## config.mk

```make
export PLATFORM = sky130hd
export DESIGN_NAME = srf_out_fifo
export DESIGN_NICKNAME = d
export VERILOG_FILES = /design/src/srf_pkg.sv /design/src/srf_out_fifo.sv
export SDC_FILE = /design/constraint.sdc
export NUM_CORES = 1
export LEC_CHECK = 0
export ABC_CLOCK_PERIOD_IN_PS = 3960
export BUFFER_PORTS_ARGS = -buffer_cell sky130_fd_sc_hd__buf_2
export CAP_MARGIN = 20
export CELL_PAD_IN_SITES_DETAIL_PLACEMENT = 0
export CELL_PAD_IN_SITES_GLOBAL_PLACEMENT = 1
export CORE_AREA = 2 2 60 62
export DETAILED_ROUTE_END_ITERATION = 6
export DIE_AREA = 0 0 62 64
export GPL_TIMING_DRIVEN = 0
export HOLD_SLACK_MARGIN = 0.12
export PLACE_DENSITY_LB_ADDON = 0.1
export SLEW_MARGIN = 20
export SYNTH_ARGS = -nofsm -noshare
export SYNTH_HDL_FRONTEND = slang
export SYNTH_SLANG_ARGS = --single-unit
```

## constraint.sdc

```tcl
create_clock -name clk -period 3.96 [get_ports clk]
set_clock_uncertainty 0.05 [all_clocks]
set_input_delay 0.396 -clock clk [delete_from_list [all_inputs] [get_ports clk]]
set_output_delay 0.396 -clock clk [all_outputs]
set_load 0.02 [all_outputs]
```

## src/srf_pkg.sv

```systemverilog
// ----------------------------------------------------------------------------
// srf_pkg: shared types and constants for the sketch range filter
// Holds the line store geometry, pixel constants, the stage struct and the
// small min/max helpers used by the window datapath.
// ----------------------------------------------------------------------------
package srf_pkg;

  // Line store geometry
  localparam int MAX_WIDTH = 2048;
  localparam int COL_W     = (MAX_WIDTH > 1) ? $clog2(MAX_WIDTH) : 1;

  // Line width register
  localparam int WIDTH_W          = 12;
  localparam int EW_W             = (COL_W + 1 > WIDTH_W) ? COL_W + 1 : WIDTH_W;
  localparam int LINE_WIDTH_RESET = 640;

  // Pixel format
  localparam int PIX_W   = 8;
  localparam int PIX_MAX = 255;

  // Row counter saturates at the first fully filtered row
  localparam int ROW_W   = 2;
  localparam int ROW_MAX = 2;
  localparam int COL_MIN = 2;

  // Output queue and in-flight limit
  localparam int OUT_DEPTH = 4;
  localparam int PTR_W     = $clog2(OUT_DEPTH);
  localparam int CNT_W     = $clog2(OUT_DEPTH + 1);

  // Item moving from the read stage into the window stage
  typedef struct packed {
    logic             valid;
    logic             filt;
    logic             fwd;
    logic [PIX_W-1:0] pix;
  } srf_stage_t;

  function automatic logic [PIX_W-1:0] pix_min(input logic [PIX_W-1:0] a,
                                               input logic [PIX_W-1:0] b);
    pix_min = (a < b) ? a : b;
  endfunction

  function automatic logic [PIX_W-1:0] pix_max(input logic [PIX_W-1:0] a,
                                               input logic [PIX_W-1:0] b);
    pix_max = (a > b) ? a : b;
  endfunction

endpackage

```

## src/srf_out_fifo.sv

```systemverilog
// ----------------------------------------------------------------------------
// srf_out_fifo: output queue
// Small queue that decouples the fixed-latency datapath from the output
// stall; the in-flight limit at the input keeps it from overflowing.
// ----------------------------------------------------------------------------
module srf_out_fifo
  import srf_pkg::*;
(
  input  logic             clk,
  input  logic             rst,
  input  logic             push,
  input  logic [PIX_W-1:0] push_data,
  input  logic             pop,
  output logic             not_empty,
  output logic [PIX_W-1:0] head_data
);

  logic [PIX_W-1:0] slot [OUT_DEPTH];
  logic [PTR_W-1:0] wr_ptr;
  logic [PTR_W-1:0] rd_ptr;
  logic [CNT_W-1:0] fill;

  // Store pushed items
  always_ff @(posedge clk) begin
    if (push) begin
      slot[wr_ptr] <= push_data;
    end
  end

  // Advance pointers and fill level
  always_ff @(posedge clk) begin
    if (rst) begin
      wr_ptr <= '0;
      rd_ptr <= '0;
      fill   <= '0;
    end else begin
      if (push) begin
        wr_ptr <= (wr_ptr == PTR_W'(OUT_DEPTH - 1)) ? '0 : wr_ptr + 1'b1;
      end
      if (pop) begin
        rd_ptr <= (rd_ptr == PTR_W'(OUT_DEPTH - 1)) ? '0 : rd_ptr + 1'b1;
      end
      case ({push, pop})
        2'b10:   fill <= fill + 1'b1;
        2'b01:   fill <= fill - 1'b1;
        default: fill <= fill;
      endcase
    end
  end

  assign not_empty = (fill != '0);
  assign head_data = slot[rd_ptr];

endmodule

```

After elaboration in Yosys (flattened, before gate mapping) --
Memories as Yosys holds them, arrays and structs flattened. A register that Yosys moved wholly into a read port is not among the register bits. Cells that the tools add are included.
Storage, ports and cells: register bits 7, bits in latches 0, memory bits (writable) 32, bits in read-only memories 0, input port bits 12, output and inout bits 9, word-level logic and storage cells 21, memories kept 1
Memories:
- slot | words 4, bits a word 8, read ports 1, clocked after memory_dff 1, wr ports 1, line srf_out_fifo.sv:18 | logic [PIX_W-1:0] slot [OUT_DEPTH];
Operators by class: $add $sub $neg 4, $mul 0, divide/modulo/power cells 0, $lt $le $gt $ge 0, eq/ne operators 4, shifts and indexed selects 0, muxes and demuxes 7, bitwise gates (word level) 0, reductions and logical operators 2
Operators with widths (count):
- $mux 2 | 4
- $eq 2x2->1 const B | 3
- $pmux 3 s2 | 1
- $add 2x1->2 const B | 2
- $add 3x1->3 const B | 1
- $reduce_bool 3->1 | 1
- $sub 3x1->3 const B | 1
- $eq 2x1->1 const B | 1
- $mux 1 | 2
- $reduce_bool 2->1 | 1

Logic depth before layout (Yosys ltp) --
Gate-level depths: netlist of run 1.
depth in word-level cells 4, gate-level depth with buffers 7, depth with buffers taken out 7

Worst setup path after synthesis of run 1 --
No wires, ideal clock.
kind in2reg, from in push, to reg fill[2], arrival time 1613 ps, required time 3840 ps, slack 2227 ps, cell stages on the path 7, buffers on the path 0, cells stage by stage inv_1 > ha_1 > inv_1 > fa_1 > xor2_1 > or3_1 > a21oi_1
Between the ends: word-level cells in the longest chain between the ends 2, elaborated cells between the ends (all ways) 4
RTL lines:
- start: declaration | line srf_out_fifo.sv:11 | input logic push,
- $eq 2x1->1 / $eq 2x2->1 (equally long branches) | line srf_out_fifo.sv:43 | case ({push, pop})
- $pmux 3 s2 / $reduce_bool 2->1 (equally long branches)
- end signal: assignment | line srf_out_fifo.sv:44 | 2'b10: fill <= fill + 1'b1;
- end signal: assignment | line srf_out_fifo.sv:45 | 2'b01: fill <= fill - 1'b1;
- end signal: assignment | line srf_out_fifo.sv:46 | default: fill <= fill;
- end: declaration | line srf_out_fifo.sv:21 | logic [CNT_W-1:0] fill;
Parallel ways exist; a longest one is shown, timed or not. A chain may end at the register's enable or synchronous reset.

==> flow_summary.yaml, run 1 <==
clock_tree:
  ctsRootBufferMaster: "clkbuf_4"
  cts.repair.resized: 0
  clk_latency_ns: 0.33
  cts.reportedPaths.clkPinSlew_ns: 0.12
  postCtsSetupRepairBufs: 0
  numCtsBuffers: 5
  cts.path.max_buffers: 2
  cts_hold_buf: 0
  cts_tree: "built"
  h-tree-depth: 2
  numClockSinks: 41
route:
  drt-pass1-iter-count: 4
  route.met2.wl_mm: 1.15
  wl_mm: 2.22
  drtIter0Drc: 27
  wire_per_inst_um: 13.6
  wl_met1_um: 946
  avgViaCountPerCell: 4.75
  routed.top_layer: "met4"
  route.detailed.drc: 0
  ant_nets: 0
  wl_met3_um: 85
  vias: 774
global_routing:
  antenna_found_initial: 0
  grt_pass1_vias: 761
  grt.overflow.total: 0
  grt.total_usage_pct: 12.9
  grt_pass1_wl_mm: 3.46
  grt_max_degree: 13
synthesis:
  yosys.area_share.simple_pct: 4.93
  synth_compound_area_share_pct: 1.56
  syn_area_mm2: 0.00160
  syn_inst: 89
  synth_warnings: 0
  seq_area_frac_synth_pct: 71.3
  synth_top_family_by_area: "multiplexers"
  ys_ff_latch: 41
  synth.mux.area_fraction_pct: 12.5
  syn_avg_cell_area_um2: 18.0
  synth-adder-area-share_pct: 5.94
  synth_fp_nets: 108
  synth_xor_area_share_pct: 1.09
  ys_types: 16
timing:
  setup_viol: 0
  clock.fmax_ghz: 0.507
  fin_crit_ns: 1.97
  fin_crit_sh_pct: 49.8
  final_max_slew_viol_count: 0
  max_slew.worst_pin.slew_ns: 0.437
  tns_ns: 0
  grt_setup_unrepaired: "no"
  relSlewSlack_pct: 70.9
  holdWs_ns: 0.220
  hold_viol: 0
power_and_ir_drop:
  netSwitchingPower_w: 0.000187
  p_int_w: 0.000595
  p_sw_share_pct: 23.9
  comb_power_share_pct: 13.2
  p_leak_nw: 0.666
  ir_drop_mv: 0.223
  clockPowerShare_pct: 23.7
  seqPwrFrac_pct: 63.1
  power_density_mw_per_mm2: 433
finish:
  finalNetCount: 135
  syn2layout_area_growth_pct: 13.0
  fin_util_pct: 55.0
  diodes: 0
  fill_cells: 271
  layout_commonest_cell: "edfxtp_1"
  mostFrequentLayoutCells: "edfxtp_1 (32), buf_2 (20), dfxtp_1 (9)"
  design_area_mm2: 0.00181
  drive_above_1_share_pct: 30.8
run_status:
  status: "finished clean"
placed_design:
  hpwl_mm: 1.56
  io_buffers: 20
  placed_area_mm2: 0.00176
  gp_congestion: 0.644
floorplan:
  rows: 21
  design.core.area_mm2: 0.00328
  die_x_um: 62
  start_util_pct: 48.7
  die_area_mm2: 0.00397
  io_pins: 21
  die_h_um: 64
critical_path:
  critical_path_class: "register to primary output"
  cp-start-kind: "register"
  critPathRequiredTime_ns: 3.51
  endpoint_kind: "primary output"
  crit_fanout: 8
  arrival_ns: 1.52
worst_hold_path:
  worstHoldPathType: "primary input to register"
flow_run:
  drv_cap: 0
sequential cells by signal (all words and copies together), names as in the netlist, named ones only:
register and cells:
slot 32, fill 3, rd_ptr 2, wr_ptr 2
metal layers:
metal / track usage, % / up-vias
met5: 0 / -
met4: 7.18 / 0
met3: 3.64 / 5
met2: 21.5 / 19
met1: 14.4 / 362
li1: - / 388
synthesized netlist by cell type:
cell | n | area, um^2
ha_1 | 6 | 75.1
fa_1 | 1 | 20.0
xor2_1 | 2 | 17.5
nor2_1 | 7 | 26.3
mux4_2 | 8 | 180
mux2i_1 | 2 | 20.0
inv_1 | 7 | 26.3
dfxtp_1 | 9 | 180
buf_6 | 1 | 11.3
o21ai_0 | 1 | 5.00
or3_1 | 2 | 12.5
clkbuf_2 | 1 | 5.00
and2_1 | 4 | 25.0
nor3b_1 | 2 | 15.0
edfxtp_1 | 32 | 961
a21oi_1 | 4 | 20.0
power groups by stage:
stage	clock, W	sequential, W	combinational, W
after floorplan	0	0.000502	0.0000726
after global placement	0	0.000503	0.000103
after detailed placement	0	0.000504	0.000105
after CTS	0.000197	0.000494	0.000106
after global routing	0.000208	0.000496	0.000117
final	0.000185	0.000494	0.000103
worst max-delay path: stages, from the launching register on:
cell and delay, ns:
dfxtp_1 0.34, buf_6 0.16, mux4_2 0.52, buf_2 0.17
cell families (layout without fill, tap and decap cells):
kind of cell               Yosys count  after routing
adders and majority gates            7              7
AOI/OAI and AO/OA                    5              5
xor gates and xnor gates             2              2
muxes                               10             10
and+or+nand+nor                     15             15
DFF                                 41             41
buffers and inverters                9             37
layout make-up:
| cell class | instances | area, um^2 | area share [%] |
|---|---|---|---|
| Clock buffer | 5 | 37.5 | 2.08 |
| Buffer | 2 | 16.3 | 0.900 |
| Sequential cell | 41 | 1140 | 63.1 |
| Timing Repair Buffer | 20 | 100 | 5.54 |
| Tap cell | 46 | 57.6 | 3.18 |
| Multi-Input combinational cell | 39 | 417 | 23.0 |
| Clock inverter | 3 | 12.5 | 0.692 |
| Inverter | 7 | 26.3 | 1.45 |
through the flow:
stage	worst slack [ns]	total power, W	cells
2_1_floorplan	2.23	0.000575	89
3_3_place_gp	2.01	0.000607	155
3_5_place_dp	1.96	0.000609	155
4_1_cts	1.95	0.000797	163
5_1_grt	1.91	0.000821	163
6_report	1.99	0.000782	163
final timing paths:
kind / startpoint / to / slack, ns / cells after the start
hold / removal: push_data[6] / slot[2][6] / 0.22 / 1
hold reg to reg: fill[2] / fill[2] / 0.44 / 2
setup / recovery: register / head_data[1] / 1.99 / 3
setup reg to reg: fill[1] / fill[2] / 2.36 / 5
(Power assumes the default switching activity.)
==> inputs of run 2 (changes only) <==
- ABC_CLOCK_PERIOD_IN_PS: 3960 -> 1700
- CORE_AREA: 2 2 60 62 -> 2 2 65 67
- DIE_AREA: 0 0 62 64 -> 0 0 67 69
- clock period: 3.96 -> 1.7 ns (I/O delays scaled with it)
==> flow_summary.yaml, run 2 (same netlist as run 1, synthesis figures left out) <==
placed_design:
  io_buffers: 20
  gp_congestion: 0.658
  hpwl_mm: 1.57
finish:
  drive_above_1_share_pct: 29.4
  top_regs: "slot x32, fill x3"
  syn2layout_area_growth_pct: 23.8
  top_register: "slot"
  largest_reg_flops: 32
  mostFrequentLayoutCells: "edfxtp_1 (32), buf_2 (18), dlygate4sd3_1 (9)"
  diodes: 0
  finalNetCount: 144
  fin_util_pct: 50.6
  layout_commonest_cell: "edfxtp_1"
floorplan:
  die_area_mm2: 0.00462
  die_x_um: 67
  rows: 23
  die_h_um: 69
  design.core.area_mm2: 0.00391
  start_util_pct: 40.9
  io_pins: 21
global_routing:
  grt_max_degree: 13
  grt_pass1_vias: 828
  grt.overflow.total: 0
  grt.total_usage_pct: 11.7
  antenna_found_initial: 0
  grt_pass1_wl_mm: 3.84
route:
  wl_met1_mm: 1.01
  drtIter0Drc: 32
  wl_mm: 2.32
  avgViaCountPerCell: 4.67
  routed.top_layer: "met4"
  route.detailed.drc: 0
  wl_met3_um: 95
  route.met2.wl_mm: 1.18
  drt-pass1-iter-count: 4
  vias: 822
  ant_nets: 0
  wire_per_inst_um: 13.2
clock_tree:
  numCtsBuffers: 5
  h-tree-depth: 2
  clk_latency_ns: 0.28
  numClockSinks: 41
  cts.path.max_buffers: 2
  postCtsSetupRepairBufs: 0
  ctsRootBufferMaster: "clkbuf_8"
  cts_tree: "built"
  cts.reportedPaths.clkPinSlew_ns: 0.07
critical_path:
  r2r_start: "fill[1]"
  r2r-end: "fill[2]"
  cp-start-kind: "register"
  arrival_ns: 1.43
  r2r_setup_slack_ns: 0.14
  crit_fanout: 8
  critPathRequiredTime_ns: 1.48
  critical_path_class: "register to primary output"
  endpoint_kind: "primary output"
  ff2ff_path_depth: 5
timing:
  relSlewSlack_pct: 70.6
  fin_crit_ns: 1.65
  hold_viol: 0
  clock.fmax_ghz: 0.605
  fin_crit_sh_pct: 97.2
  holdWs_ns: 0.165
  max_slew.worst_pin.slew_ns: 0.441
  tns_ns: 0
  grt_setup_unrepaired: "no"
  final_max_slew_viol_count: 0
  setup_viol: 0
worst_hold_path:
  min_path_cells: 3
  min-delay-start: "push"
  hold_end: "wr_ptr[1]"
  worstHoldPathType: "primary input to register"
power_and_ir_drop:
  p_leak_nw: 0.733
  power_density_mw_per_mm2: 1090
  ir_drop_mv: 0.662
flow_run:
  drv_cap: 0
run_status:
  status: "finished clean"
## run 2: cell types whose count changed in the layout (fill, tap and decap cells not counted)
| cell | previous run | this run |
|---|---|---|
| dlygate4sd3_1 | 0 | 9 |
| clkbuf_4 | 5 | 0 |
| clkbuf_8 | 0 | 5 |
| buf_2 | 20 | 18 |
| buf_12 | 0 | 1 |
| buf_6 | 1 | 2 |
| bufinv_16 | 0 | 1 |
| clkbuf_1 | 0 | 1 |
| clkinv_1 | 2 | 1 |
| clkinv_2 | 1 | 0 |
| dfxtp_1 | 9 | 8 |
| dfxtp_2 | 0 | 1 |
## run 2: area by class of cell
cell class              count  area [um^2]
multi-input cells          39          417
flip-flops and latches     41         1140
fillers                   362         1930
plain buffers               2         25.0
repair buffers             29          203
well taps                  50         62.6
clock buffers               6         72.6
clock inverters             2         33.8
inverters                   7         26.3
## run 2: per-layer routing
metal | track usage, % | up-vias
met5 | 0 | -
met4 | 4.76 | 0
met3 | 4.40 | 4
met2 | 18.6 | 16
met1 | 14.2 | 399
li1 | - | 403
## run 2: worst max-delay path by stage
| stage | from | endpoint | cells after the start |
|---|---|---|---|
| after floorplan | push | fill[2] | 7 |
| after global routing | register | head_data[0] | 3 |
| after detailed placement | push | fill[2] | 8 |
| after global placement | push | fill[2] | 8 |
| after CTS | register | head_data[0] | 3 |
| final | register | head_data[0] | 3 |
## run 2: power by group
group          switching, W  internal (W)
logic              0.000140      0.000129
registers         0.0000201       0.00113
clock network      0.000300      0.000433
total              0.000460       0.00169
## run 2: per-stage QoR
stage | area, um^2 | total power [W] | cells | setup WS [ns]
2_1_floorplan | 1600 | 0.00134 | 89 | 0.193
4_1_cts | 1970 | 0.00217 | 176 | 0.00314
3_3_place_gp | 1760 | 0.00142 | 159 | -0.0440
3_5_place_dp | 1760 | 0.00142 | 159 | -0.0558
6_report | 1980 | 0.00215 | 176 | 0.0468
5_1_grt | 1980 | 0.00224 | 176 | 0.00314
## run 2: what timing repair did
action,4_1_cts,5_1_grt
endpoints found under the setup margin,2,8
hold buffers,9,0
resized for setup,4,3
endpoints found under the hold margin,37,0
## run 2: critical path, cell delays in order (launching register included)
cell,delay [ns]
dfxtp_2,0.34
buf_12,0.13
mux4_2,0.52
buf_6,0.15
