===== src/srf_pkg.sv =====
// ----------------------------------------------------------------------------
// srf_pkg: shared types and constants for the sketch range filter
// Holds the line store geometry, pixel constants, the stage struct and the
// small min/max helpers used by the window datapath.
// ----------------------------------------------------------------------------
package srf_pkg;

  // Line store geometry
  localparam int MAX_WIDTH = 2048;
  localparam int COL_W     = (MAX_WIDTH > 1) ? $clog2(MAX_WIDTH) : 1;

  // Line width register
  localparam int WIDTH_W          = 12;
  localparam int EW_W             = (COL_W + 1 > WIDTH_W) ? COL_W + 1 : WIDTH_W;
  localparam int LINE_WIDTH_RESET = 640;

  // Pixel format
  localparam int PIX_W   = 8;
  localparam int PIX_MAX = 255;

  // Row counter saturates at the first fully filtered row
  localparam int ROW_W   = 2;
  localparam int ROW_MAX = 2;
  localparam int COL_MIN = 2;

  // Output queue and in-flight limit
  localparam int OUT_DEPTH = 4;
  localparam int PTR_W     = $clog2(OUT_DEPTH);
  localparam int CNT_W     = $clog2(OUT_DEPTH + 1);

  // Item moving from the read stage into the window stage
  typedef struct packed {
    logic             valid;
    logic             filt;
    logic             fwd;
    logic [PIX_W-1:0] pix;
  } srf_stage_t;

  function automatic logic [PIX_W-1:0] pix_min(input logic [PIX_W-1:0] a,
                                               input logic [PIX_W-1:0] b);
    pix_min = (a < b) ? a : b;
  endfunction

  function automatic logic [PIX_W-1:0] pix_max(input logic [PIX_W-1:0] a,
                                               input logic [PIX_W-1:0] b);
    pix_max = (a > b) ? a : b;
  endfunction

endpackage


===== src/srf_window.sv =====
// ----------------------------------------------------------------------------
// srf_window: window stage and range computation
// Resolves the line store read (with forwarding from the previous write),
// writes the rows back, shifts the 3x3 window and computes the clamped
// 255 - 2*(max - min) result one stage later.
// ----------------------------------------------------------------------------
module srf_window
  import srf_pkg::*;
(
  input  logic             clk,
  input  logic             rst,
  input  srf_stage_t       stage,
  input  logic [PIX_W-1:0] rd_older,
  input  logic [PIX_W-1:0] rd_prev,
  output logic             wr_en,
  output logic [PIX_W-1:0] wr_older,
  output logic [PIX_W-1:0] wr_prev,
  output logic             res_valid,
  output logic [PIX_W-1:0] res_pixel
);

  logic [PIX_W-1:0] last_older;
  logic [PIX_W-1:0] last_prev;
  logic [PIX_W-1:0] win [6];
  logic [PIX_W-1:0] cur_older;
  logic [PIX_W-1:0] cur_prev;
  logic [PIX_W-1:0] taps [9];
  logic [PIX_W-1:0] hi_next;
  logic [PIX_W-1:0] lo_next;

  logic             s2_valid;
  logic             s2_filt;
  logic [PIX_W-1:0] s2_pix;
  logic [PIX_W-1:0] s2_hi;
  logic [PIX_W-1:0] s2_lo;
  logic [PIX_W-1:0] diff;
  logic [PIX_W:0]   dbl;

  // Take the last written rows when the read raced the write
  assign cur_older = stage.fwd ? last_older : rd_older;
  assign cur_prev  = stage.fwd ? last_prev  : rd_prev;

  // Shift the column above down one row, store the new pixel
  assign wr_en    = stage.valid;
  assign wr_older = cur_prev;
  assign wr_prev  = stage.pix;

  always_ff @(posedge clk) begin
    if (stage.valid) begin
      last_older <= cur_prev;
      last_prev  <= stage.pix;
    end
  end

  // Advance the window by one column
  always_ff @(posedge clk) begin
    if (rst) begin
      for (int k = 0; k < 6; k++) begin
        win[k] <= '0;
      end
    end else if (stage.valid) begin
      for (int k = 0; k < 3; k++) begin
        win[k] <= win[k+3];
      end
      win[3] <= cur_older;
      win[4] <= cur_prev;
      win[5] <= stage.pix;
    end
  end

  // Max and min over the nine window pixels
  always_comb begin
    for (int k = 0; k < 6; k++) begin
      taps[k] = win[k];
    end
    taps[6] = cur_older;
    taps[7] = cur_prev;
    taps[8] = stage.pix;
    hi_next = taps[0];
    lo_next = taps[0];
    for (int k = 1; k < 9; k++) begin
      hi_next = pix_max(hi_next, taps[k]);
      lo_next = pix_min(lo_next, taps[k]);
    end
  end

  // Hold the range for the clamp stage
  always_ff @(posedge clk) begin
    if (rst) begin
      s2_valid <= 1'b0;
    end else begin
      s2_valid <= stage.valid;
    end
  end

  always_ff @(posedge clk) begin
    if (stage.valid) begin
      s2_filt <= stage.filt;
      s2_pix  <= stage.pix;
      s2_hi   <= hi_next;
      s2_lo   <= lo_next;
    end
  end

  // Clamp 255 - 2*(max - min) at zero, pass border pixels through
  assign diff = s2_hi - s2_lo;
  assign dbl  = {diff, 1'b0};

  always_comb begin
    if (!s2_filt) begin
      res_pixel = s2_pix;
    end else if (dbl >= (PIX_W+1)'(PIX_MAX)) begin
      res_pixel = '0;
    end else begin
      res_pixel = PIX_W'(PIX_MAX) - dbl[PIX_W-1:0];
    end
  end

  assign res_valid = s2_valid;

endmodule


===== config.mk =====
export PLATFORM = sky130hd
export DESIGN_NAME = srf_window
export DESIGN_NICKNAME = d
export VERILOG_FILES = /design/src/srf_pkg.sv /design/src/srf_window.sv
export SDC_FILE = /design/constraint.sdc
export NUM_CORES = 1
export LEC_CHECK = 0
export BUFFER_PORTS_ARGS = -buffer_cell sky130_fd_sc_hd__buf_2
export CELL_PAD_IN_SITES_DETAIL_PLACEMENT = 0
export CELL_PAD_IN_SITES_GLOBAL_PLACEMENT = 1
export CORE_AREA = 2 2 144 146
export CTS_BUF_LIST = sky130_fd_sc_hd__clkbuf_4 sky130_fd_sc_hd__clkbuf_8
export DETAILED_ROUTE_END_ITERATION = 10
export DIE_AREA = 0 0 146 148
export GPL_TIMING_DRIVEN = 0
export HOLD_SLACK_MARGIN = 0.05
export PLACE_DENSITY = 0.78
export SYNTH_ARGS = -nofsm -noshare
export SYNTH_HDL_FRONTEND = slang
export SYNTH_SLANG_ARGS = --single-unit

===== constraint.sdc =====
create_clock -name clk -period 13.3 [get_ports clk]
set_clock_uncertainty 0.1 [all_clocks]
set_input_delay 1.33 -clock clk [delete_from_list [all_inputs] [get_ports clk]]
set_output_delay 1.33 -clock clk [all_outputs]
set_load 0.02 [all_outputs]

== Word level (Yosys, flattened, before mapping) ==
Memories as Yosys holds them, arrays and structs flattened.
Index checks and enable logic that the tools add are counted.

* Register bits after elaboration: 34
* Memories: 1
* Word-level logic and storage cells: 63
* Bits of input ports: 29
* RAM bits: 48

{| class="wikitable"
|+ Memory list
! name !! depth !! width !! rd ports !! clocked after memory_dff !! wr ports !! RTL line !! source
|-
| win || 6 || 8 || 6 || 0 || 6 || srf_window.sv:24 || <nowiki>logic [PIX_W-1:0] win [6];</nowiki>
|}

* Order comparisons: 17
* Mux-type cells: 31
* Bitwise operators: 6
* $add $sub $neg: 2

{| class="wikitable"
|+ Operators by type and width
! cell !! count
|-
| 2-to-1 mux 8 bit || 26
|-
| greater-than comparator 8 bit || 8
|-
| less-than comparator 8 bit || 8
|-
| greater-or-equal comparator 9 x 8 -> 1 bit, second input constant || 1
|-
| subtractor 8 bit || 1
|-
| subtractor 8 bit, first input constant || 1
|-
| bitwise OR 1 bit || 6
|-
| 2-to-1 mux 1 bit || 5
|}

== Depth between registers and ports, before layout ==
Gate-level depths: netlist of the first run.
An unclocked memory read counts as a cell.

* Depth in word-level cells: 17
* Depth in mapped cells: 75
* Gate-level depth less buffers: 69

== Worst setup path after synthesis of the first run ==
No wires, ideal clock.

* Path kind: register -> register
* From: memory win[1][3]
* To: register s2_lo[0] (data pin)
* Slack: 0.316 ns
* Path buffers: 3
* Clock period less this slack: 12.984 ns
* Stages on the path, launching flop included: 61
* Arrival time: 12.623 ns
* Cells stage by stage: edfxtp_1 -> inv_1 -> ha_1 -> a21oi_1 -> inv_1 -> o21a_1 -> o21ai_0 -> o21ai_0 -> ha_1 -> o21ai_1 -> a221oi_4 -> nor2_4 -> a21oi_1 -> nor2_1 -> ha_1 -> a21oi_1 -> o21ai_0 -> o21bai_1 -> [25 not listed] -> o31ai_4 -> mux2i_1 -> ha_1 -> a21o_1 -> a211oi_1 -> o21ai_0 -> a211oi_1 -> a21o_1 -> buf_6 -> mux2_4 -> ha_1 -> a21o_1 -> a21o_1 -> a21oi_1 -> nand3_1 -> o211a_1 -> buf_6 -> mux2_4

{| class="wikitable"
|+ RTL lines
! item !! RTL line !! source
|-
| start, declared || srf_window.sv:24 ||
|-
| end signal, assigned || srf_window.sv:101 || <nowiki>s2_lo <= lo_next;</nowiki>
|-
| end, declared || srf_window.sv:35 || <nowiki>logic [PIX_W-1:0] s2_lo;</nowiki>
|}

==> results of run 1 <==
-- metal layers --
layer	routed length [um]	track usage, %
met1	9235	23.02
met3	689	2.654
met2	11370	36.65
met4	569	5.777
met5	0	0
-- critical path: cells and delay by family (launching register included) --
family	cells	cell delay (ps)
AO/OA/AOI/OAI	32	5990
adder cells (fa/ha/maj)	8	2150
buffers and inverters	11	1290
flip-flops	1	400
multiplexers	5	1370
AND/OR/NAND/NOR	10	1390
-- cell type report --
| class | instances | area, um2 | area share (%) |
|---|---|---|---|
| buffer | 28 | 188.9 | 1.815 |
| clock buffer | 13 | 160.2 | 1.538 |
| clock inverter | 3 | 17.52 | 0.1683 |
| inverter | 109 | 409.1 | 3.930 |
| multi-input combinational | 577 | 5907 | 56.74 |
| sequential | 82 | 2452 | 23.56 |
| tap | 270 | 337.8 | 3.245 |
| timing repair buffer | 139 | 937.1 | 9.002 |
-- cells by family after synthesis --
family	after synthesis	synth area share (%)
AO/OA/AOI/OAI	184	15.45
XOR/XNOR	7	0.7795
adder cells (fa/ha/maj)	121	19.34
buffers and inverters	143	7.859
flip-flops	82	31.18
multiplexers	115	16.35
AND/OR/NAND/NOR	148	9.036
-- per-stage QoR --
step / hold slack [ps] / utilization [%] / setup TNS (ps) / std cells
after floorplan: 490.1 / - / 0 / 800
after global routing: 632.2 / 51.95 / -2965 / 1221
after CTS: 568.2 / 45.54 / 0 / 1151
after detailed placement: 537.9 / 42.26 / -28460 / 1123
after global placement: 537.2 / 42.26 / -26280 / 1123
final: 582.8 / 51.95 / 0 / 1221
-- worst max path at each step --
stage | start | end | slack (ps) | cells after the start
floorplan | win[1][3] | s2_lo[0] | 320 | 60
global placement | win[1][3] | s2_lo[7] | -2130 | 62
detailed placement | win[0][3] | s2_lo[0] | -2220 | 61
CTS | win[0][3] | s2_lo[0] | 10 | 63
global route | win[1][2] | s2_lo[1] | -290 | 66
finish | win[1][3] | s2_lo[6] | 330 | 66
-- placed cells by master, fill, tap and decap left out, types with 4 or more instances in the layout --
| cell | instances |
|---|---|
| nor4_4 | 6 |
| nor2_1 | 65 |
| buf_2 | 54 |
| a211oi_2 | 4 |
| mux2i_2 | 5 |
| nand2_1 | 7 |
| o21a_2 | 4 |
| o31ai_4 | 7 |
| a21oi_2 | 15 |
| o21ai_2 | 11 |
| xnor2_1 | 4 |
| a21o_1 | 22 |
| buf_4 | 97 |
| a21oi_1 | 22 |
| nor2_4 | 6 |
| nor2b_1 | 8 |
| nand4_1 | 17 |
| nand3_1 | 8 |
| o21a_1 | 4 |
| o21ai_1 | 11 |
| ha_1 | 101 |
| mux2_2 | 45 |
| a21oi_4 | 11 |
| mux2i_4 | 8 |
| mux2i_1 | 39 |
| o21ai_0 | 25 |
| inv_1 | 102 |
| nand2b_1 | 11 |
| edfxtp_1 | 81 |
| o22ai_1 | 6 |
| o21ai_4 | 12 |
| inv_2 | 7 |
| buf_6 | 9 |
| ha_4 | 17 |
| clkbuf_8 | 10 |
| mux2_4 | 18 |
| buf_1 | 4 |
-- state kept, by name, indices dropped and copies added (netlist names) --
name	cells
s2_filt	1
last_older	8
res_valid	1
s2_lo	8
win	48
s2_pix	8
s2_hi	8
-- repair_timing --
| action | 4_1_cts | 5_1_grt |
|---|---|---|
| pin swaps | 22 | 61 |
| endpoints found under the setup margin | 16 | 16 |
| gates cloned | 0 | 2 |
| setup buffers | 18 | 68 |
| resized for setup | 93 | 137 |
==> flow_metrics.py, run 1 <==
metrics = {
    "grt": {
        "grt_max_degree": 49,
        "grt_usage_pct": 19.47,
        "grt-ovfl-total": 0,
        "grt_pass1_wl_mm": 33.33,
        "grt_pass1_vias": 6488,
        "antenna_found_initial": 0,
    },
    "outcome": {
        "status": "finished clean",
    },
    "timing": {
        "fin_ws_ps": 331.5,
        "min_period_ps": 12970,
        "slew_headroom_pct": 16.64,
        "finalHoldViolations": 0,
        "rsz0062_at_grt": "yes",
        "period_share_pct": 97.51,
        "slew_violations": 0,
        "setup_viol": 0,
        "clock.fmax_mhz": 77.11,
        "worstMarginPinSlew_ps": 1250,
    },
    "worst_setup_path": {
        "critPathRequiredTime_ps": 13340,
        "critPathArrivalTime_ps": 13010,
        "startpoint_type": "flip-flop",
        "crit_path_frequent_cell": "a21o_1",
        "cp_slowest_cell": "a21oi_4",
        "r2r_end": "s2_lo[6]",
        "crit_path_end_kind": "flip-flop",
        "worstPathMaxFanout": 8,
        "slowest_delay_ps": 430,
        "r2r_start": "win[1][3]",
        "reg2regPathDepth": 66,
        "rrSetupSlack_ps": 330,
        "timing_worst_setup_path_type": "flip-flop to flip-flop",
    },
    "cts": {
        "cts_sinks": 82,
        "tritoncts": "done",
        "numCtsBuffers": 9,
        "clk_pin_slew_ps": 90,
        "cts-htree-levels": 3,
        "cts_hold_repair.buffers": 0,
        "clock_latency_ps": 380,
        "cts_root_buffer": "clkbuf_8",
        "cts-root-to-sink-buffers": 2,
    },
    "placement": {
        "port_buffers": 53,
        "pre_cts_ws_ps": -2222,
        "finalWeightedCongestion": 0.8560,
        "dp_hpwl_mm": 16.12,
        "place_area_mm2": 0.008468,
    },
    "synthesis": {
        "synthCells": 800,
        "yosysTopAreaCellShare_pct": 30.93,
        "synth_edf_count": 81,
        "yosysTopAreaCell": "edfxtp_1",
        "syn_area_mm2": 0.007865,
        "synth.avg_cell_area_um2": 9.831,
        "ys_warn_count": 0,
        "synth_common_cells": "120 x ha_1, 109 x inv_1, 81 x edfxtp_1",
        "synthMostInstantiatedCell": "ha_1",
        "synthArstFlopShare_pct": 0,
        "synth_seq_area_share_pct": 31.18,
        "syn_nets": 950,
        "synth_area_leaders": "edfxtp_1 31%, ha_1 19%, mux2_2 6.7%",
        "ys_types": 59,
        "synth_ff_type": "edfxtp_1",
        "synth_seq_cells": 82,
    },
    "drt": {
        "postRouteAntennaNets": 0,
        "viasPerCell": 5.247,
        "via_count": 6406,
        "drc_errors": 0,
        "routed_wirelength_mm": 21.86,
        "first_iter_violations": 201,
        "dr.pass1.iters": 5,
        "wl_per_cell_um": 17.91,
    },
    "floorplan": {
        "row_count": 52,
        "dieWidth_um": 146,
        "initial_core_util_pct": 39.25,
        "die_h_um": 148,
        "design.die.area_mm2": 0.02161,
        "pin_count": 55,
        "fp.coreArea_mm2": 0.02004,
    },
    "min_path": {
        "hold_path_depth": 2,
        "min_path_type": "flip-flop to flip-flop",
        "hold_path_startpoint": "win[4][3]",
        "min_to": "win[1][3]",
    },
    "cells_and_area": {
        "drive_above_1_share_pct": 40.48,
        "fin_nets": 1096,
        "syn_to_final_growth_pct": 32.36,
        "fin_area_mm2": 0.01041,
        "n_fill_cell": 1852,
        "diodes": 0,
    },
    "job": {
        "drv_cap": 0,
    },
}
Power of run 1 is left out: the tool's default activity adds up to more than one toggle a clock period on the data nets, which glitch-free logic cannot reach.
==> run 2, diff against run 1 <==
--- a/config.mk
+++ b/config.mk
@@ -14,7 +14,7 @@
 export DIE_AREA = 0 0 146 148
 export GPL_TIMING_DRIVEN = 0
 export HOLD_SLACK_MARGIN = 0.05
-export PLACE_DENSITY = 0.78
+export PLACE_DENSITY = 0.75
 export SYNTH_ARGS = -nofsm -noshare
 export SYNTH_HDL_FRONTEND = slang
 export SYNTH_SLANG_ARGS = --single-unit
==> constraint.sdc (replaced) <==
create_clock -name clk -period 16.5 [get_ports clk]
set_clock_uncertainty 0.1 [all_clocks]
set_input_delay 1.65 -clock clk [delete_from_list [all_inputs] [get_ports clk]]
set_output_delay 1.65 -clock clk [all_outputs]
set_load 0.02 [all_outputs]
==> run 2 against run 1 <==
  * Global-route usage fell by 0.69 points
  * Core utilization fell by 8.5 points
  * Highest routed layer unchanged
  * Largest cell class unchanged
  * Sequential cell count did not move
  * Wire length fell by 11%
  * Register-to-register slack improved by 980 ps
  * Die area did not move
  * Critical path type unchanged
  * Sequential share of layout area rose by 4.6 points
==> flow_metrics.py, run 2 (synthesis gave the netlist of run 1 again) <==
metrics = {
    "grt": {
        "grt_max_degree": 49,
        "grt_usage_pct": 18.78,
        "grt_pass1_wl_mm": 31.86,
        "antenna_found_initial": 0,
        "grt_pass1_vias": 6236,
        "grt-ovfl-total": 0,
    },
    "cells_and_area": {
        "syn_to_final_growth_pct": 10.74,
        "largest_reg_flops": 48,
        "final_cell_mix": "120 x ha_1, 109 x inv_1, 81 x edfxtp_1, 70 x nor2_1, 55 x buf_2",
        "diodes": 0,
        "top_register": "win",
        "fin_nets": 1014,
        "layout_commonest_cell": "ha_1",
        "n_fill_cell": 2068,
        "drive_above_1_share_pct": 19.33,
    },
    "timing": {
        "slew_violations": 0,
        "rsz0062_at_grt": "no",
        "setup_viol": 0,
        "fin_tns_setup_ps": 0,
        "period_share_pct": 92.07,
        "worstMarginPinSlew_ps": 1179,
        "slew_headroom_pct": 21.42,
        "min_period_ps": 15190,
        "clock.fmax_mhz": 65.83,
        "finalHoldViolations": 0,
    },
    "job": {
        "drv_cap": 0,
    },
    "outcome": {
        "status": "finished clean",
    },
    "floorplan": {
        "row_count": 52,
        "pin_count": 55,
        "design.die.area_mm2": 0.02161,
        "fp.coreArea_mm2": 0.02004,
        "initial_core_util_pct": 39.25,
        "die_h_um": 148,
        "dieWidth_um": 146,
    },
    "worst_setup_path": {
        "critPathArrivalTime_ps": 15230,
        "worstPathMaxFanout": 9,
        "path_delay_family": "compound AO/OA/AOI/OAI gates",
        "critPathRequiredTime_ps": 16530,
        "cp_slowest_cell": "a221oi_4",
        "startpoint_type": "flip-flop",
        "crit_buf_inv": 5,
        "crit_path_end_kind": "flip-flop",
        "timing_worst_setup_path_type": "flip-flop to flip-flop",
        "slowest_delay_ps": 470,
        "crit_path_frequent_cell": "ha_1",
    },
    "placement": {
        "finalWeightedCongestion": 0.8427,
        "dp_hpwl_mm": 16.13,
        "port_buffers": 53,
    },
    "drt": {
        "viasPerCell": 5.255,
        "routed_wirelength_mm": 19.53,
        "via_count": 5986,
        "first_iter_violations": 336,
        "dr.pass1.iters": 5,
        "wl_per_cell_um": 17.15,
        "postRouteAntennaNets": 0,
        "drc_errors": 0,
    },
    "cts": {
        "tritoncts": "done",
        "clk_pin_slew_ps": 80,
        "cts-resized-gates": 0,
        "cts-htree-levels": 3,
        "numCtsBuffers": 9,
        "cts_hold_repair.buffers": 0,
        "cts-root-to-sink-buffers": 2,
        "cts_root_buffer": "clkbuf_8",
        "cts_setup_buffers": 0,
        "clock_latency_ps": 390,
        "cts_sinks": 82,
    },
    "min_path": {
        "min_path_type": "flip-flop to flip-flop",
    },
}
[run 2: cell types whose count changed in the layout (fill, tap and decap cells not counted), sizes merged]
cell	before	now
bufinv	0	2
clkinvlp	1	0
nor2	73	72
clkbuf	16	20
buf	164	80
o21ai	59	58
clkinv	2	1
[run 2: layout make-up]
cell class | instances | area, um2 | share of cell area, %
Multi-Input combinational cell | 575 | 4811 | 55.24
Clock buffer | 13 | 160.2 | 1.839
Inverter | 109 | 409.1 | 4.698
Sequential cell | 82 | 2452 | 28.16
Timing Repair Buffer | 53 | 265.3 | 3.046
Clock inverter | 3 | 65.06 | 0.7470
Tap cell | 270 | 337.8 | 3.879
Buffer | 34 | 209.0 | 2.399
[run 2: final timing paths]
path	startpoint	slack, ps	end	depth (start not counted)
setup / recovery	win[1][5]	1310	s2_lo[5]	60
hold / removal	win[3][5]	570	win[0][5]	2
setup reg to reg	win[1][5]	1310	s2_lo[5]	60
hold reg to reg	win[3][5]	570	win[0][5]	2
[run 2: tightest hold or removal path: stages, from the launching register on]
cell,delay [ps]
edfxtp_1,370
inv_1,90
nor2_1,100
[run 2: stage by stage]
stage                     hold slack (ps)  std cells  setup WS (ps)  cell area (um2)  util (%)
after CTS                           574.3       1139          805.5             8693     43.38
after global routing                606.0       1139          160.1             8710     43.46
after floorplan                     490.1        800           3516             7865         -
after global placement              545.7       1123          976.8             8468     42.26
final                               566.6       1139           1309             8710     43.46
after detailed placement            547.3       1123          870.3             8468     42.26
[run 2: layer usage]
metal / vias up / GRT usage [%] / wire, um
li1: 3019 / - / -
met3: 35 / 1.821 / 494
met5: - / 0 / 0
met1: 2797 / 22.97 / 8686
met4: 0 / 7.379 / 564
met2: 135 / 34.10 / 9785
Power of run 2 is left out for the same reason.
==> run 3, diff against run 2 <==
--- a/config.mk
+++ b/config.mk
@@ -6,15 +6,16 @@
 export NUM_CORES = 1
 export LEC_CHECK = 0
 export BUFFER_PORTS_ARGS = -buffer_cell sky130_fd_sc_hd__buf_2
+export CAP_MARGIN = 15
 export CELL_PAD_IN_SITES_DETAIL_PLACEMENT = 0
 export CELL_PAD_IN_SITES_GLOBAL_PLACEMENT = 1
-export CORE_AREA = 2 2 144 146
+export CORE_AREA = 5 5 147 149
 export CTS_BUF_LIST = sky130_fd_sc_hd__clkbuf_4 sky130_fd_sc_hd__clkbuf_8
 export DETAILED_ROUTE_END_ITERATION = 10
-export DIE_AREA = 0 0 146 148
+export DIE_AREA = 0 0 152 154
 export GPL_TIMING_DRIVEN = 0
 export HOLD_SLACK_MARGIN = 0.05
-export PLACE_DENSITY = 0.75
+export PLACE_DENSITY = 0.79
 export SYNTH_ARGS = -nofsm -noshare
 export SYNTH_HDL_FRONTEND = slang
 export SYNTH_SLANG_ARGS = --single-unit
==> run 3 against run 2 <==
  * Register-to-register slack got worse by 80 ps
  * Hold slack improved by 7.7 ps
  * Non-clock buffer count rose by 1
  * Core utilization rose by 0.075 points
  * Cell area rose by 0.17%
==> flow_metrics.py, run 3 (synthesis gave the netlist of run 1 again) <==
metrics = {
    "outcome": {
        "status": "finished clean",
    },
    "timing": {
        "min_period_ps": 15270,
        "period_share_pct": 92.56,
        "worstMarginPinSlew_ps": 893.2,
        "clock.fmax_mhz": 65.48,
        "setup_viol": 0,
        "finalHoldViolations": 0,
        "rsz0062_at_grt": "no",
        "slew_violations": 0,
        "slew_headroom_pct": 40.46,
        "fin_tns_setup_ps": 0,
    },
    "job": {
        "drv_cap": 0,
    },
    "grt": {
        "grt_pass1_vias": 6244,
        "antenna_found_initial": 0,
        "grt_usage_pct": 16.69,
        "grt_max_degree": 49,
        "grt-ovfl-total": 0,
        "grt_pass1_wl_mm": 31.70,
    },
    "cells_and_area": {
        "top_register": "win",
        "layout_commonest_cell": "ha_1",
        "final_cell_mix": "120 x ha_1, 109 x inv_1, 81 x edfxtp_1, 70 x nor2_1, 55 x buf_2",
        "largest_reg_flops": 48,
        "n_fill_cell": 1986,
        "syn_to_final_growth_pct": 10.93,
        "drive_above_1_share_pct": 19.20,
        "fin_nets": 1015,
        "diodes": 0,
    },
    "floorplan": {
        "pin_count": 55,
        "fp.coreArea_mm2": 0.02004,
        "row_count": 52,
        "dieWidth_um": 152,
        "die_h_um": 154,
        "initial_core_util_pct": 39.25,
        "design.die.area_mm2": 0.02341,
    },
    "drt": {
        "drc_errors": 0,
        "wl_per_cell_um": 17.09,
        "via_count": 5932,
        "routed_wirelength_mm": 19.49,
        "postRouteAntennaNets": 0,
        "dr.pass1.iters": 4,
        "first_iter_violations": 259,
        "viasPerCell": 5.204,
    },
    "cts": {
        "cts_hold_repair.buffers": 0,
        "clk_pin_slew_ps": 90,
        "clock_latency_ps": 380,
        "cts_sinks": 82,
        "tritoncts": "done",
        "cts-htree-levels": 3,
        "numCtsBuffers": 9,
        "cts-root-to-sink-buffers": 2,
        "cts_root_buffer": "clkbuf_8",
        "cts_setup_buffers": 0,
    },
    "worst_setup_path": {
        "crit_path_frequent_cell": "ha_1",
        "path_delay_family": "compound AO/OA/AOI/OAI gates",
        "critPathRequiredTime_ps": 16530,
        "slowest_delay_ps": 560,
        "crit_buf_inv": 6,
        "crit_path_end_kind": "flip-flop",
        "critPathArrivalTime_ps": 15300,
        "cp_slowest_cell": "a221oi_1",
        "worstPathMaxFanout": 8,
        "timing_worst_setup_path_type": "flip-flop to flip-flop",
        "startpoint_type": "flip-flop",
    },
    "placement": {
        "finalWeightedCongestion": 0.8671,
        "dp_hpwl_mm": 16.06,
        "port_buffers": 53,
    },
    "min_path": {
        "min_path_type": "flip-flop to flip-flop",
    },
}
-- run 3: cell types whose count changed in the layout (fill, tap and decap cells not counted) --
cell        before  now
clkinv_2         1    2
a221oi_2         1    0
o21ai_1          6    7
clkbuf_4         3    1
a221oi_1         0    1
clkinvlp_4       0    1
o21ai_2          3    2
buf_16           0    1
-- run 3: routing by layer --
layer	wire (um)	global-route usage, %	up-vias
li1	-	-	3040
met1	8824	20.69	2763
met2	9760	30.27	103
met3	534	2.305	26
met4	366	4.752	0
met5	0	0	-
-- run 3: worst min-delay path, delay by kind of cell (launching register included) --
| family | cells | cell delay [ps] |
|---|---|---|
| buffers and inverters | 1 | 80 |
| flip-flops | 1 | 370 |
| AND/OR/NAND/NOR | 1 | 100 |
-- run 3: per-stage QoR --
| step | instances | hold WS, ps | cell area, um2 | setup WS [ps] | util (%) |
|---|---|---|---|---|---|
| final | 1140 | 574.3 | 8725 | 1228 | 43.54 |
| after global routing | 1140 | 619.4 | 8725 | 81.88 | 43.54 |
| after CTS | 1139 | 570.7 | 8691 | 912.3 | 43.37 |
| after detailed placement | 1123 | 546.6 | 8468 | 986.5 | 42.26 |
| after global placement | 1123 | 541.0 | 8468 | 1084 | 42.26 |
| after floorplan | 800 | 490.1 | 7865 | 3516 | - |
-- run 3: path summary, 6_finish.rpt --
check                               start  slack [ps]  depth (start not counted)   endpoint
worst max-delay path            win[1][3]        1230                         62   s2_lo[6]
worst min-delay path            win[3][7]         570                          2  win[0][7]
worst max register to register  win[1][3]        1230                         62   s2_lo[6]
worst min register to register  win[3][7]         570                          2  win[0][7]
-- run 3: what timing repair did --
item,in CTS,in global routing
gates resized for setup,0,2
hold endpoints to repair,0,0
endpoints found under the setup margin,0,8
-- run 3: area by class of cell --
class | count | area [um2] | share of cell area [%]
multi-input combinational | 575 | 4801 | 55.03
clock inverter | 5 | 77.57 | 0.8891
timing repair buffer | 54 | 292.8 | 3.356
sequential | 82 | 2452 | 28.11
tap | 270 | 337.8 | 3.872
buffer | 34 | 209.0 | 2.395
clock buffer | 11 | 145.1 | 1.664
inverter | 109 | 409.1 | 4.690
Power of run 3 is left out for the same reason.
